==> src/rtl/stpr_pkg.sv <==
// shared constants, types and cosine table for the swept resonator
package stpr_pkg;

   localparam int COS_TABLE_DEPTH = 1024;
   localparam int COS_IDX_W = $clog2(COS_TABLE_DEPTH);
   localparam int HISTORY_WIDTH = 24;
   localparam int CSR_IDX_W = 2;
   localparam int CSR_DATA_W = 25;

   typedef enum logic [1:0] {
      FUNC_FILTER = 2'd0,
      FUNC_START  = 2'd1,
      FUNC_SET    = 2'd2,
      FUNC_CLEAR  = 2'd3
   } func_type;

   typedef enum logic [CSR_IDX_W-1:0] {
      CSR_FREQ  = 2'd0,
      CSR_RESON = 2'd1,
      CSR_GAIN  = 2'd2,
      CSR_RATE  = 2'd3
   } csr_idx_type;

   typedef struct packed {
      logic [14:0] freq;
      logic [15:0] reson;
      logic [15:0] gain;
      logic [24:0] rate;
   } cfg_type;

   // commands from controller to datapath
   typedef struct packed {
      logic start;     // latch targets, compute deltas
      logic set;       // jump to targets
      logic clear;     // clear history
      logic advance;   // advance sweep phase
      logic interp;    // interpolate current values
      logic coefs;     // recompute coefficients
      logic filt;      // run the filter mac and output
   } cmd_type;

   typedef struct packed {
      logic sweeping;
   } status_type;

   // cosine table entry, Q1.16, Taylor series through x^14
   function automatic logic [16:0] cos_entry(input int k);
      logic [63:0] x, x2, term;
      longint acc;
      x = (64'(k) * 64'd1686629713) / COS_TABLE_DEPTH;
      x2 = (x * x) >> 30;
      term = 64'd1 << 30;
      acc = longint'(term);
      for (int n = 1; n <= 7; n++) begin
         term = ((term * x2) >> 30) / 64'((2 * n - 1) * (2 * n));
         if (n % 2 == 1) acc = acc - longint'(term);
         else acc = acc + longint'(term);
      end
      acc = (acc > 0) ? ((acc + 8192) >>> 14) : 0;
      if (acc > 65536) acc = 65536;
      return 17'(acc);
   endfunction

endpackage

==> src/rtl/stpr_ctrl.sv <==
// controller sequencing each request through the datapath
module stpr_ctrl (
   input  logic                 clock,
   input  logic                 reset,
   input  logic                 req_valid,
   output logic                 req_ready,
   input  stpr_pkg::func_type   req_func,
   input  stpr_pkg::status_type status,
   input  logic                 rsp_ready,
   output logic                 rsp_valid,
   output stpr_pkg::cmd_type    cmd
);
   import stpr_pkg::*;

   typedef enum logic [2:0] {
      S_IDLE, S_ADV, S_INTERP, S_LOOK, S_COEF, S_FILT, S_OUT
   } state_type;

   state_type state_ff, state_in;
   logic rv_ff, rv_in;
   logic cmd_from_sweep_ff, cmd_from_sweep_in;

   assign req_ready = (state_ff == S_IDLE) && !rv_ff;

   always_comb begin
      state_in = state_ff;
      rv_in = rv_ff && !rsp_ready;
      cmd = '0;
      unique case (state_ff)
         S_IDLE: begin
            if (req_valid && req_ready) begin
               unique case (req_func)
                  FUNC_FILTER: state_in = status.sweeping ? S_ADV : S_FILT;
                  FUNC_START: cmd.start = 1'b1;
                  FUNC_SET: begin cmd.set = 1'b1; state_in = S_LOOK; end
                  FUNC_CLEAR: cmd.clear = 1'b1;
                  default: ;
               endcase
            end
         end
         S_ADV: begin
            cmd.advance = 1'b1;
            state_in = S_INTERP;
         end
         S_INTERP: begin
            cmd.interp = 1'b1;
            state_in = S_LOOK;
         end
         // cosine rom read of the updated frequency
         S_LOOK: begin
            state_in = S_COEF;
         end
         S_COEF: begin
            cmd.coefs = 1'b1;
            state_in = S_IDLE;
         end
         S_FILT: begin
            cmd.filt = 1'b1;
            state_in = S_OUT;
         end
         S_OUT: begin
            rv_in = 1'b1;
            state_in = S_IDLE;
         end
         default: state_in = S_IDLE;
      endcase
      // coefficient update during a sweep continues into the filter
      if (state_ff == S_COEF && cmd_from_sweep_ff) state_in = S_FILT;
   end

   always_comb begin
      cmd_from_sweep_in = cmd_from_sweep_ff;
      if (state_ff == S_IDLE) cmd_from_sweep_in = 1'b0;
      if (state_ff == S_ADV) cmd_from_sweep_in = 1'b1;
   end

   always_ff @(posedge clock) begin
      if (reset) begin
         state_ff <= S_IDLE;
         rv_ff <= 1'b0;
         cmd_from_sweep_ff <= 1'b0;
      end else begin
         state_ff <= state_in;
         rv_ff <= rv_in;
         cmd_from_sweep_ff <= cmd_from_sweep_in;
      end
   end

   assign rsp_valid = rv_ff;
endmodule

==> config.mk <==
export PLATFORM = sky130hd
export DESIGN_NAME = stpr_ctrl
export DESIGN_NICKNAME = d
export VERILOG_FILES = /design/src/rtl/stpr_pkg.sv /design/src/rtl/stpr_ctrl.sv
export SDC_FILE = /design/constraint.sdc
export NUM_CORES = 1
export LEC_CHECK = 0
export BUFFER_PORTS_ARGS = -buffer_cell sky130_fd_sc_hd__buf_2
export CAP_MARGIN = 20
export CORE_AREA = 2 2 39 41
export DETAILED_ROUTE_END_ITERATION = 10
export DIE_AREA = 0 0 41 43
export PLACE_DENSITY = 0.51
export RECOVER_POWER = 25
export SYNTH_ARGS = -nofsm -noshare
export SYNTH_HDL_FRONTEND = slang
export SYNTH_SLANG_ARGS = --single-unit
==> constraint.sdc <==
create_clock -name clock -period 1.7 [get_ports clock]
set_input_delay 0 -clock clock [delete_from_list [all_inputs] [get_ports clock]]
set_output_delay 0 -clock clock [all_outputs]
set_load 0.01 [all_outputs]
==> results.tsv, run 1 <==
stage	metric	value	unit
timing	worstMarginPinSlew	0.371	ns
final_layout	nNetsFinal	66	
die	initial_core_util	22.6	%
timing	fin_tns_setup	0	ns
timing	finalClockSkew	0.00264	ns
final_layout	fin_util	31.7	%
worst_setup_path	crit_cells	4	
timing	max-slew-margin-rel	75.3	%
detailed_routing	num_vias	313	
clock_tree	cts-root-buf	clkbuf_4	
die	dieArea	0.00176	mm^2
hold_path	hold_depth	3	
worst_setup_path	end_kind	primary output	
clock_tree	numCtsBuffers	3	
worst_setup_path	cp_num_buf_inv	1	
worst_setup_path	rr_worst_depth	4	
global_routing	gr-total-overflow	0	
logic_synthesis	syn-cell-area	313	um^2
clock_tree	clk_latency	0.25	ns
place	post-dp-hpwl	558	um
clock_tree	cts_max_level	1	
clock_tree	clock_sinks	5	
logic_synthesis	ys_warn_count	0	
global_routing	grt_max_degree	10	
worst_setup_path	arrival	1.56	ns
timing	setup_slack	0.142	ns
detailed_routing	vias_per_cell	4.23	
place	dp_cells	68	
timing	period_needed	1.56	ns
detailed_routing	routedWlPerCell	9.76	um
logic_synthesis	synth_fp_nets	46	
final_layout	areaGrowthSynthToFinish	40.4	%
place	gp_congestion	0.726	
global_routing	grtUsageTotal	11.0	%
global_routing	grt_pass1_wl	1220	um
power	vdd_ir_drop_max	0.453	mV
run	max-cap-violations	0	
logic_synthesis	ys_seq_area_share	32.0	%
final_layout	drive_above_1_share	36.2	%
timing	fmaxAchievable	642	MHz
detailed_routing	detail_route.iter0.violations	5	
worst_setup_path	cp_top_family	simple AND/OR/NAND/NOR gates	
final_layout	finalNonFillerCells	74	
timing	drv_slew	0	
timing	setup_violations	0	
clock_tree	cts_tree	yes	
global_routing	antenna_found_initial	0	
worst_setup_path	path_cells	or3_4 > nor3b_2 > and3b_1 > buf_2	
logic_synthesis	synth_top_area_share	32.0	%
logic_synthesis	ys_top_cells_by_area	dfxtp_1 32%, nor3b_1 7.2%, nand2b_1 6.0%, o21ai_0 4.8%, nor2_1 4.8%	
final_layout	antenna_cells	0	
hold_path	worstHoldPathType	input port to flop	
worst_setup_path	critPathMaxStageDelay	0.43	ns
worst_setup_path	worst-setup-path-type	flop to primary output	
die	coreArea	0.00138	mm^2
detailed_routing	dr.pass1.iters	4	
die	die_h	43	um
timing	rsz0062_at_grt	false	
place	port-buffer-count	15	
die	rows	14	
clock_tree	max-clock-path-buffers	2	
die	ioPinCount	16	
place	dp_slack	0.326	ns
timing	hold_violations	0	
logic_synthesis	yosysTopAreaCell	dfxtp_1	
detailed_routing	drc	0	
run_status	outcome	finished clean	
global_routing	grt_pass1_vias	300	
worst_setup_path	crit_path_max_fanout	8	
worst_setup_path	worst_path_max_delay_cell	or3_4	
worst_setup_path	required	1.70	ns
detailed_routing	antenna_left	0	
final_layout	design_area	439	um^2
timing	post-route-period-util	91.7	%
place	placed_area	392	um^2
detailed_routing	routed_wl	722	um
logic_synthesis	syn_inst	39	
worst_setup_path	start_kind	flop	
die	dieWidth	41	um
logic_synthesis	syn_avg_cell_area	8.02	um^2
logic_synthesis	ys_ff_latch	5	
power	p_per_area	988	mW/mm^2
logic_synthesis	ys_types	24	
clock_tree	clkTransAtPathRegs	0.05	ns
power	leakage	0.207	nW
-- report_power, final --
part           switching, W  internal [W]  leakage, nW  total (W)
logic             0.0000714     0.0000708        0.149   0.000142
clock network     0.0000542     0.0000854       0.0177   0.000140
registers         0.0000196      0.000132       0.0408   0.000152
total              0.000145      0.000289        0.207   0.000434
-- sequential cells by signal, indices dropped and copies added (netlist names) --
name	cells
cmd_from_sweep_ff	1
rsp_valid	1
state_ff	3
-- stage by stage --
| stage | hold slack (ns) | total power, W |
|---|---|---|
| finish | 0.0283 | 0.000434 |
| global placement | 0.202 | 0.000293 |
| detailed placement | 0.200 | 0.000294 |
| CTS | 0.0224 | 0.000441 |
| global route | 0.0420 | 0.000474 |
| floorplan | 0.0691 | 0.000258 |
-- worst min-delay path: cells and delay by family --
kind,cells,cell delay [ns]
AND/OR/NAND/NOR,1,0.09
AO/OA/AOI/OAI,1,0.06
buffers and inverters,1,0.07
-- synthesized netlist by cell type (all sizes together) --
library cell,number
a211oi,1
a21oi,2
a31oi,1
and2,1
and3,1
and3b,1
buf,3
dfxtp,5
inv,1
nand2,1
nand2b,3
nand3b,1
nor2,4
nor2b,2
nor3,1
nor3b,3
o21ai,3
o21bai,1
or2,1
or3,2
xor2,1
-- layout make-up --
cell class              count  area (um^2)
clock buffers               3         22.5
clock inverters             1         5.00
repair buffers             18         97.6
multi-input cells          30          190
fillers                   156          945
inverters                   1         3.75
well taps                  16         20.0
flip-flops and latches      5          100
-- path summary, 6_finish.rpt --
check / startpoint / endpoint / slack (ns)
worst max-delay path: state_ff[0] / cmd[6] / 0.14
worst min-delay path: status / state_ff[2] / 0.03
worst max register to register: state_ff[2] / rsp_valid / 0.17
worst min register to register: cmd_from_sweep_ff / state_ff[0] / 0.51
-- logic make-up after synthesis --
| kind of cell | Yosys count | synth area share, % |
|---|---|---|
| simple gates | 21 | 41.6 |
| flops | 5 | 32.0 |
| buf+inv | 4 | 8.80 |
| xor+xnor | 1 | 2.80 |
| compound gates | 8 | 14.8 |
-- cell usage in the layout, fill, tap and decap left out, drive strengths merged --
| master | Yosys | routed |
|---|---|---|
| nor3 | 1 | 1 |
| nor2b | 2 | 2 |
| nor3b | 3 | 3 |
| nor2 | 4 | 4 |
| inv | 1 | 1 |
| dfxtp | 5 | 5 |
| a21oi | 2 | 2 |
| a31oi | 1 | 1 |
| and3b | 1 | 1 |
| dlygate4sd3 | 0 | 2 |
| or2 | 1 | 1 |
| nand2b | 3 | 3 |
| clkbuf | 0 | 5 |
| o21ai | 3 | 3 |
| xor2 | 1 | 1 |
| and3 | 1 | 1 |
| nand2 | 1 | 1 |
| clkinv | 0 | 1 |
| a211oi | 1 | 1 |
| or3 | 2 | 2 |
| buf | 3 | 14 |
| and2 | 1 | 1 |
| nand3b | 1 | 1 |
| o21bai | 1 | 1 |
-- what timing repair did --
| action | 4_1_cts | 5_1_grt |
|---|---|---|
| hold buffers | 2 | 0 |
| gates resized for setup | 0 | 1 |
| endpoints found under the setup margin | 0 | 3 |
| endpoints found under the hold margin | 2 | 0 |
| setup buffers | 0 | 0 |
-- layer usage --
layer | track usage (%) | vias to the layer above | part of all wire, %
met5 | 0 | - | 0
met4 | 4.00 | 0 | 0
met3 | 9.42 | 0 | 9.6
met2 | 14.1 | 8 | 44
met1 | 13.2 | 136 | 46
li1 | - | 169 | -
Power figures use the tool's default switching activity.
==> inputs of run 2 (changes only) <==
--- a/config.mk
+++ b/config.mk
@@ -15,3 +15,4 @@
 export SYNTH_ARGS = -nofsm -noshare
 export SYNTH_HDL_FRONTEND = slang
 export SYNTH_SLANG_ARGS = --single-unit
+export TNS_END_PERCENT = 100
==> constraint.sdc (replaced) <==
create_clock -name clock -period 1.7 [get_ports clock]
set_input_delay 0.085 -clock clock [delete_from_list [all_inputs] [get_ports clock]]
set_output_delay 0.085 -clock clock [all_outputs]
set_load 0.01 [all_outputs]
==> results.tsv, run 2 (synthesized netlist as in run 1, its figures left out) <==
stage	metric	value	unit	change
power	p_per_area	1010	mW/mm^2	+2.5%
final_layout	largest_reg_flops	3		unchanged
final_layout	fin_util	30.9	%	-0.81 points
clock_tree	clkTransAtPathRegs	0.05	ns	about the same
timing	setup_violations	0		unchanged
final_layout	design_area	428	um^2	-2.6%
clock_tree	numCtsBuffers	3		unchanged
place	port-buffer-count	15		unchanged
clock_tree	cts_tree	yes		
worst_setup_path	crit_path_max_fanout	8		unchanged
detailed_routing	drc	0		unchanged
final_layout	antenna_cells	0		unchanged
clock_tree	clock_sinks	5		unchanged
worst_setup_path	timing.rr.start	state_ff[0]		
place	dp_cells	68		unchanged
detailed_routing	num_vias	317		+1.3%
die	dieWidth	41	um	unchanged
timing	drv_slew	0		unchanged
final_layout	drive_above_1_share	41.1	%	+4.9 points
detailed_routing	dr.pass1.iters	2		-2
global_routing	grt_pass1_wl	1150	um	-6.2%
worst_setup_path	worst-setup-path-type	flop to primary output		
worst_setup_path	start_kind	flop		
die	rows	14		unchanged
worst_setup_path	crit_start	state_ff[0]		
detailed_routing	detail_route.iter0.violations	1		-4
power	vdd_ir_drop_max	0.430	mV	-5.0%
timing	fin_tns_setup	0	ns	unchanged
clock_tree	cts_max_level	1		unchanged
timing	hold_violations	0		unchanged
worst_setup_path	endpoint	cmd[6]		
detailed_routing	vias_per_cell	4.40		+4.1%
die	die_h	43	um	unchanged
power	leakage	0.198	nW	-4.7%
place	post-dp-hpwl	558	um	+0.11%
place	gp_congestion	0.733		+0.92%
detailed_routing	routedWlPerCell	9.63	um	-1.4%
run	max-cap-violations	0		unchanged
clock_tree	max-clock-path-buffers	2		unchanged
final_layout	areaGrowthSynthToFinish	36.8	%	
die	initial_core_util	22.6	%	unchanged
timing	period_needed	1.60	ns	+0.0414 ns
final_layout	final_cell_mix	14 x buf_2, 4 x nor2_1		
clock_tree	hold_buffers	0		-2
global_routing	grtUsageTotal	9.65	%	-1.4 points
timing	max-slew-margin-rel	75.4	%	+0.15 points
global_routing	antenna_found_initial	0		unchanged
clock_tree	clk_latency	0.24	ns	about the same
worst_setup_path	rr_worst_depth	3		-1
die	dieArea	0.00176	mm^2	unchanged
final_layout	final_common_cell	buf_2		
worst_setup_path	end_kind	primary output		
final_layout	nNetsFinal	64		-3.0%
clock_tree	postCtsSetupBuffers	0		unchanged
worst_setup_path	required	1.62	ns	-0.08 ns
timing	post-route-period-util	94.1	%	+2.4 points
final_layout	finalNonFillerCells	72		-2.7%
die	coreArea	0.00138	mm^2	unchanged
detailed_routing	antenna_left	0		unchanged
global_routing	grt_pass1_vias	288		-4.0%
die	ioPinCount	16		unchanged
worst_setup_path	r2r_end	state_ff[2]		
place	placed_area	392	um^2	unchanged
final_layout	largest_register	state_ff		
timing	hold_slack	0.0359	ns	+0.00760 ns
worst_setup_path	ff2ff_setup_slack	0.37	ns	+0.20 ns
clock_tree	cts-root-buf	clkbuf_4		
timing	rsz0062_at_grt	false		
run_status	outcome	finished clean		
hold_path	worstHoldPathType	input port to flop		
worst_setup_path	arrival	1.51	ns	-0.05 ns
detailed_routing	routed_wl	693	um	-4.0%
global_routing	gr-total-overflow	0		unchanged
timing	finalClockSkew	0.00374	ns	+0.00109 ns
timing	worstMarginPinSlew	0.369	ns	-0.00227 ns
timing	fmaxAchievable	625	MHz	-2.6%
global_routing	grt_max_degree	10		unchanged
-- run 2: how the worst min path moves through the flow --
stage / slack, ns / cells after the start / from / end
after detailed placement: 0.29 / 2 / reset / rsp_valid
final: 0.04 / 2 / reset / rsp_valid
after floorplan: 0.15 / 1 / reset / rsp_valid
after global routing: 0.03 / 2 / reset / rsp_valid
after CTS: 0.02 / 2 / reset / rsp_valid
after global placement: 0.29 / 2 / reset / rsp_valid
-- run 2: metrics by stage --
step / worst slack, ns / total power (W)
global placement: 0.269 / 0.000295
finish: 0.100 / 0.000433
CTS: 0.0388 / 0.000439
floorplan: 0.369 / 0.000258
detailed placement: 0.232 / 0.000295
global route: 0.00643 / 0.000471
-- run 2: routing by layer --
metal	vias to the layer above	GRT usage (%)	wire, um
li1	169	-	-
met1	141	12.3	293
met2	7	13.1	337
met3	0	8.38	61
met4	0	0	0
met5	-	0	0
-- run 2: layout make-up --
type / instances / area [um^2]
Fill cell: 150 / 956
Multi-Input combinational cell: 30 / 196
Sequential cell: 5 / 103
Timing Repair Buffer: 16 / 77.6
Clock buffer: 3 / 22.5
Tap cell: 16 / 20.0
Clock inverter: 1 / 5.00
Inverter: 1 / 3.75
-- run 2: timing repair --
action	in CTS	in global routing
pin swaps	0	0
gates resized for setup	1	3
endpoints found under the setup margin	3	3
-- run 2: critical path, cell delays in order (launching register included) --
cell,delay [ns]
dfxtp_2,0.35
or3_4,0.42
nor3b_4,0.21
and3b_1,0.17
buf_2,0.12
-- run 2: report_power, final --
| group | switching [W] | leakage (nW) | internal [W] |
|---|---|---|---|
| Sequential | 0.0000199 | 0.0416 | 0.000134 |
| Combinational | 0.0000733 | 0.138 | 0.0000732 |
| Clock | 0.0000475 | 0.0177 | 0.0000850 |
==> inputs of run 3 (changes only) <==
--- a/config.mk
+++ b/config.mk
@@ -7,10 +7,13 @@
 export LEC_CHECK = 0
 export BUFFER_PORTS_ARGS = -buffer_cell sky130_fd_sc_hd__buf_2
 export CAP_MARGIN = 20
+export CELL_PAD_IN_SITES_DETAIL_PLACEMENT = 0
+export CELL_PAD_IN_SITES_GLOBAL_PLACEMENT = 1
 export CORE_AREA = 2 2 39 41
+export CTS_BUF_LIST = sky130_fd_sc_hd__clkbuf_16
 export DETAILED_ROUTE_END_ITERATION = 10
 export DIE_AREA = 0 0 41 43
-export PLACE_DENSITY = 0.51
+export PLACE_DENSITY = 0.66
 export RECOVER_POWER = 25
 export SYNTH_ARGS = -nofsm -noshare
 export SYNTH_HDL_FRONTEND = slang
==> results.tsv, run 3 (synthesized netlist as in run 1, its figures left out) <==
stage	metric	value	unit	change
timing	rsz0062_at_grt	false		
final_layout	finalNonFillerCells	73		+1.4%
run	max-cap-violations	0		unchanged
die	rows	14		unchanged
die	die_h	43	um	unchanged
clock_tree	hold_buffers	0		unchanged
worst_setup_path	cp_num_buf_inv	1		unchanged
global_routing	grt_pass1_wl	1130	um	-1.2%
clock_tree	clk_latency	0.23	ns	about the same
worst_setup_path	worst-setup-path-type	flop to primary output		
timing	max-slew-margin-rel	75.0	%	-0.38 points
clock_tree	cts-resized-gates	1		unchanged
final_layout	largest_reg_flops	3		unchanged
timing	setup_violations	0		unchanged
power	power.total	0.000689	W	+59%
die	coreArea	0.00138	mm^2	unchanged
detailed_routing	vias_per_cell	4.49		+2.1%
worst_setup_path	path_cells	or3_4 > nor3b_4 > and3b_1 > buf_2		
final_layout	antenna_cells	0		unchanged
clock_tree	numCtsBuffers	3		unchanged
detailed_routing	dr.pass1.iters	4		+2
clock_tree	clkTransAtPathRegs	0.03	ns	-0.02 ns
timing	fin_tns_setup	0	ns	unchanged
power	p_per_area	1420	mW/mm^2	+40%
worst_setup_path	worst_path_max_delay_cell	or3_4		
timing	hold_violations	0		unchanged
place	port-buffer-count	15		unchanged
detailed_routing	routedWlPerCell	10.6	um	+9.9%
timing	period_needed	1.59	ns	-0.0143 ns
worst_setup_path	crit_cells	4		unchanged
final_layout	final_common_cell	buf_2		
place	gp_congestion	0.702		-4.2%
detailed_routing	detail_route.iter0.violations	8		+7
final_layout	drive_above_1_share	38.6	%	-2.5 points
clock_tree	postCtsSetupBuffers	0		unchanged
global_routing	antenna_found_initial	0		unchanged
timing	worstMarginPinSlew	0.375	ns	+0.00576 ns
detailed_routing	drc	0		unchanged
clock_tree	cts-root-buf	clkbuf_16		
power	vdd_ir_drop_max	0.492	mV	+14%
worst_setup_path	start_kind	flop		
final_layout	areaGrowthSynthToFinish	55.2	%	
global_routing	grtUsageTotal	10.3	%	+0.69 points
hold_path	hold_depth	2		unchanged
die	initial_core_util	22.6	%	unchanged
timing	drv_slew	0		unchanged
final_layout	final_cell_mix	14 x buf_2, 4 x nor2_1, 4 x dfxtp_1		
global_routing	gr-total-overflow	0		unchanged
worst_setup_path	end_kind	primary output		
timing	fmaxAchievable	631	MHz	+0.90%
hold_path	worstHoldPathType	input port to flop		
clock_tree	cts_max_level	1		unchanged
clock_tree	cts_tree	yes		
worst_setup_path	cp_top_family	simple AND/OR/NAND/NOR gates		
place	dp_cells	69		+1.5%
detailed_routing	antenna_left	0		unchanged
final_layout	largest_register	state_ff		
clock_tree	max-clock-path-buffers	2		unchanged
final_layout	nNetsFinal	65		+1.6%
worst_setup_path	crit_path_max_fanout	8		unchanged
detailed_routing	num_vias	328		+3.5%
worst_setup_path	arrival	1.50	ns	about the same
die	dieArea	0.00176	mm^2	unchanged
global_routing	grt_max_degree	10		unchanged
power	leakage	0.227	nW	+15%
worst_setup_path	required	1.62	ns	about the same
final_layout	fill_cells	157		+4.7%
global_routing	grt_pass1_vias	310		+7.6%
run_status	outcome	finished clean		
detailed_routing	routed_wl	772	um	+11%
timing	finalClockSkew	0.000271	ns	-0.00347 ns
die	dieWidth	41	um	unchanged
die	ioPinCount	16		unchanged
worst_setup_path	critPathMaxStageDelay	0.43	ns	about the same
worst_setup_path	rr_worst_depth	3		unchanged
clock_tree	clock_sinks	5		unchanged
timing	post-route-period-util	93.3	%	-0.84 points
-- run 3: cell types whose count changed in the layout (fill, tap and decap cells not counted), sizes merged --
cell,change
inv,+1
buf,+1
clkinv,-1
-- run 3: through the flow --
| stage | utilization, % | instance area [um^2] | setup slack (ns) | hold WS [ns] |
|---|---|---|---|---|
| finish | 35.1 | 485 | 0.115 | 0.0426 |
| global route | 35.1 | 485 | 0.0298 | 0.0612 |
| CTS | 34.9 | 483 | 0.0686 | 0.0446 |
| detailed placement | 28.8 | 399 | 0.225 | 0.282 |
| global placement | 28.8 | 399 | 0.275 | 0.281 |
| floorplan | - | 313 | 0.369 | 0.154 |
-- run 3: per-layer routing --
metal | vias to the layer above | part of all wire, % | global-route usage [%]
met5 | - | 0 | 0
met4 | 0 | 1.8 | 12.0
met3 | 2 | 7.9 | 3.66
met2 | 15 | 44 | 14.7
met1 | 141 | 46 | 9.97
li1 | 170 | - | -
-- run 3: worst register-to-register path, stage by stage, from the launching register on --
cell	delay (ns)
dfxtp_2	0.35
or3_4	0.43
or3_1	0.37
a31oi_1	0.16
-- run 3: cell type report --
type | count | area (um^2) | area share, %
Multi-Input combinational cell | 30 | 196 | 40.5
Sequential cell | 5 | 101 | 20.9
Timing Repair Buffer | 17 | 85.1 | 17.5
Clock buffer | 3 | 75.1 | 15.5
Tap cell | 16 | 20.0 | 4.12
Clock inverter | 1 | 3.75 | 0.773
Inverter | 1 | 3.75 | 0.773
-- run 3: path summary, 6_finish.rpt --
| check | slack (ns) | start | end |
|---|---|---|---|
| hold reg to reg | 0.49 | cmd_from_sweep_ff | state_ff[0] |
| setup / recovery | 0.11 | state_ff[0] | cmd[6] |
| hold / removal | 0.04 | reset | rsp_valid |
| setup reg to reg | 0.32 | state_ff[0] | state_ff[2] |
-- run 3: report_power, final --
group,switching (W),internal [W]
registers,0.0000146,0.000134
clock network,0.0000768,0.000305
logic,0.0000815,0.0000775
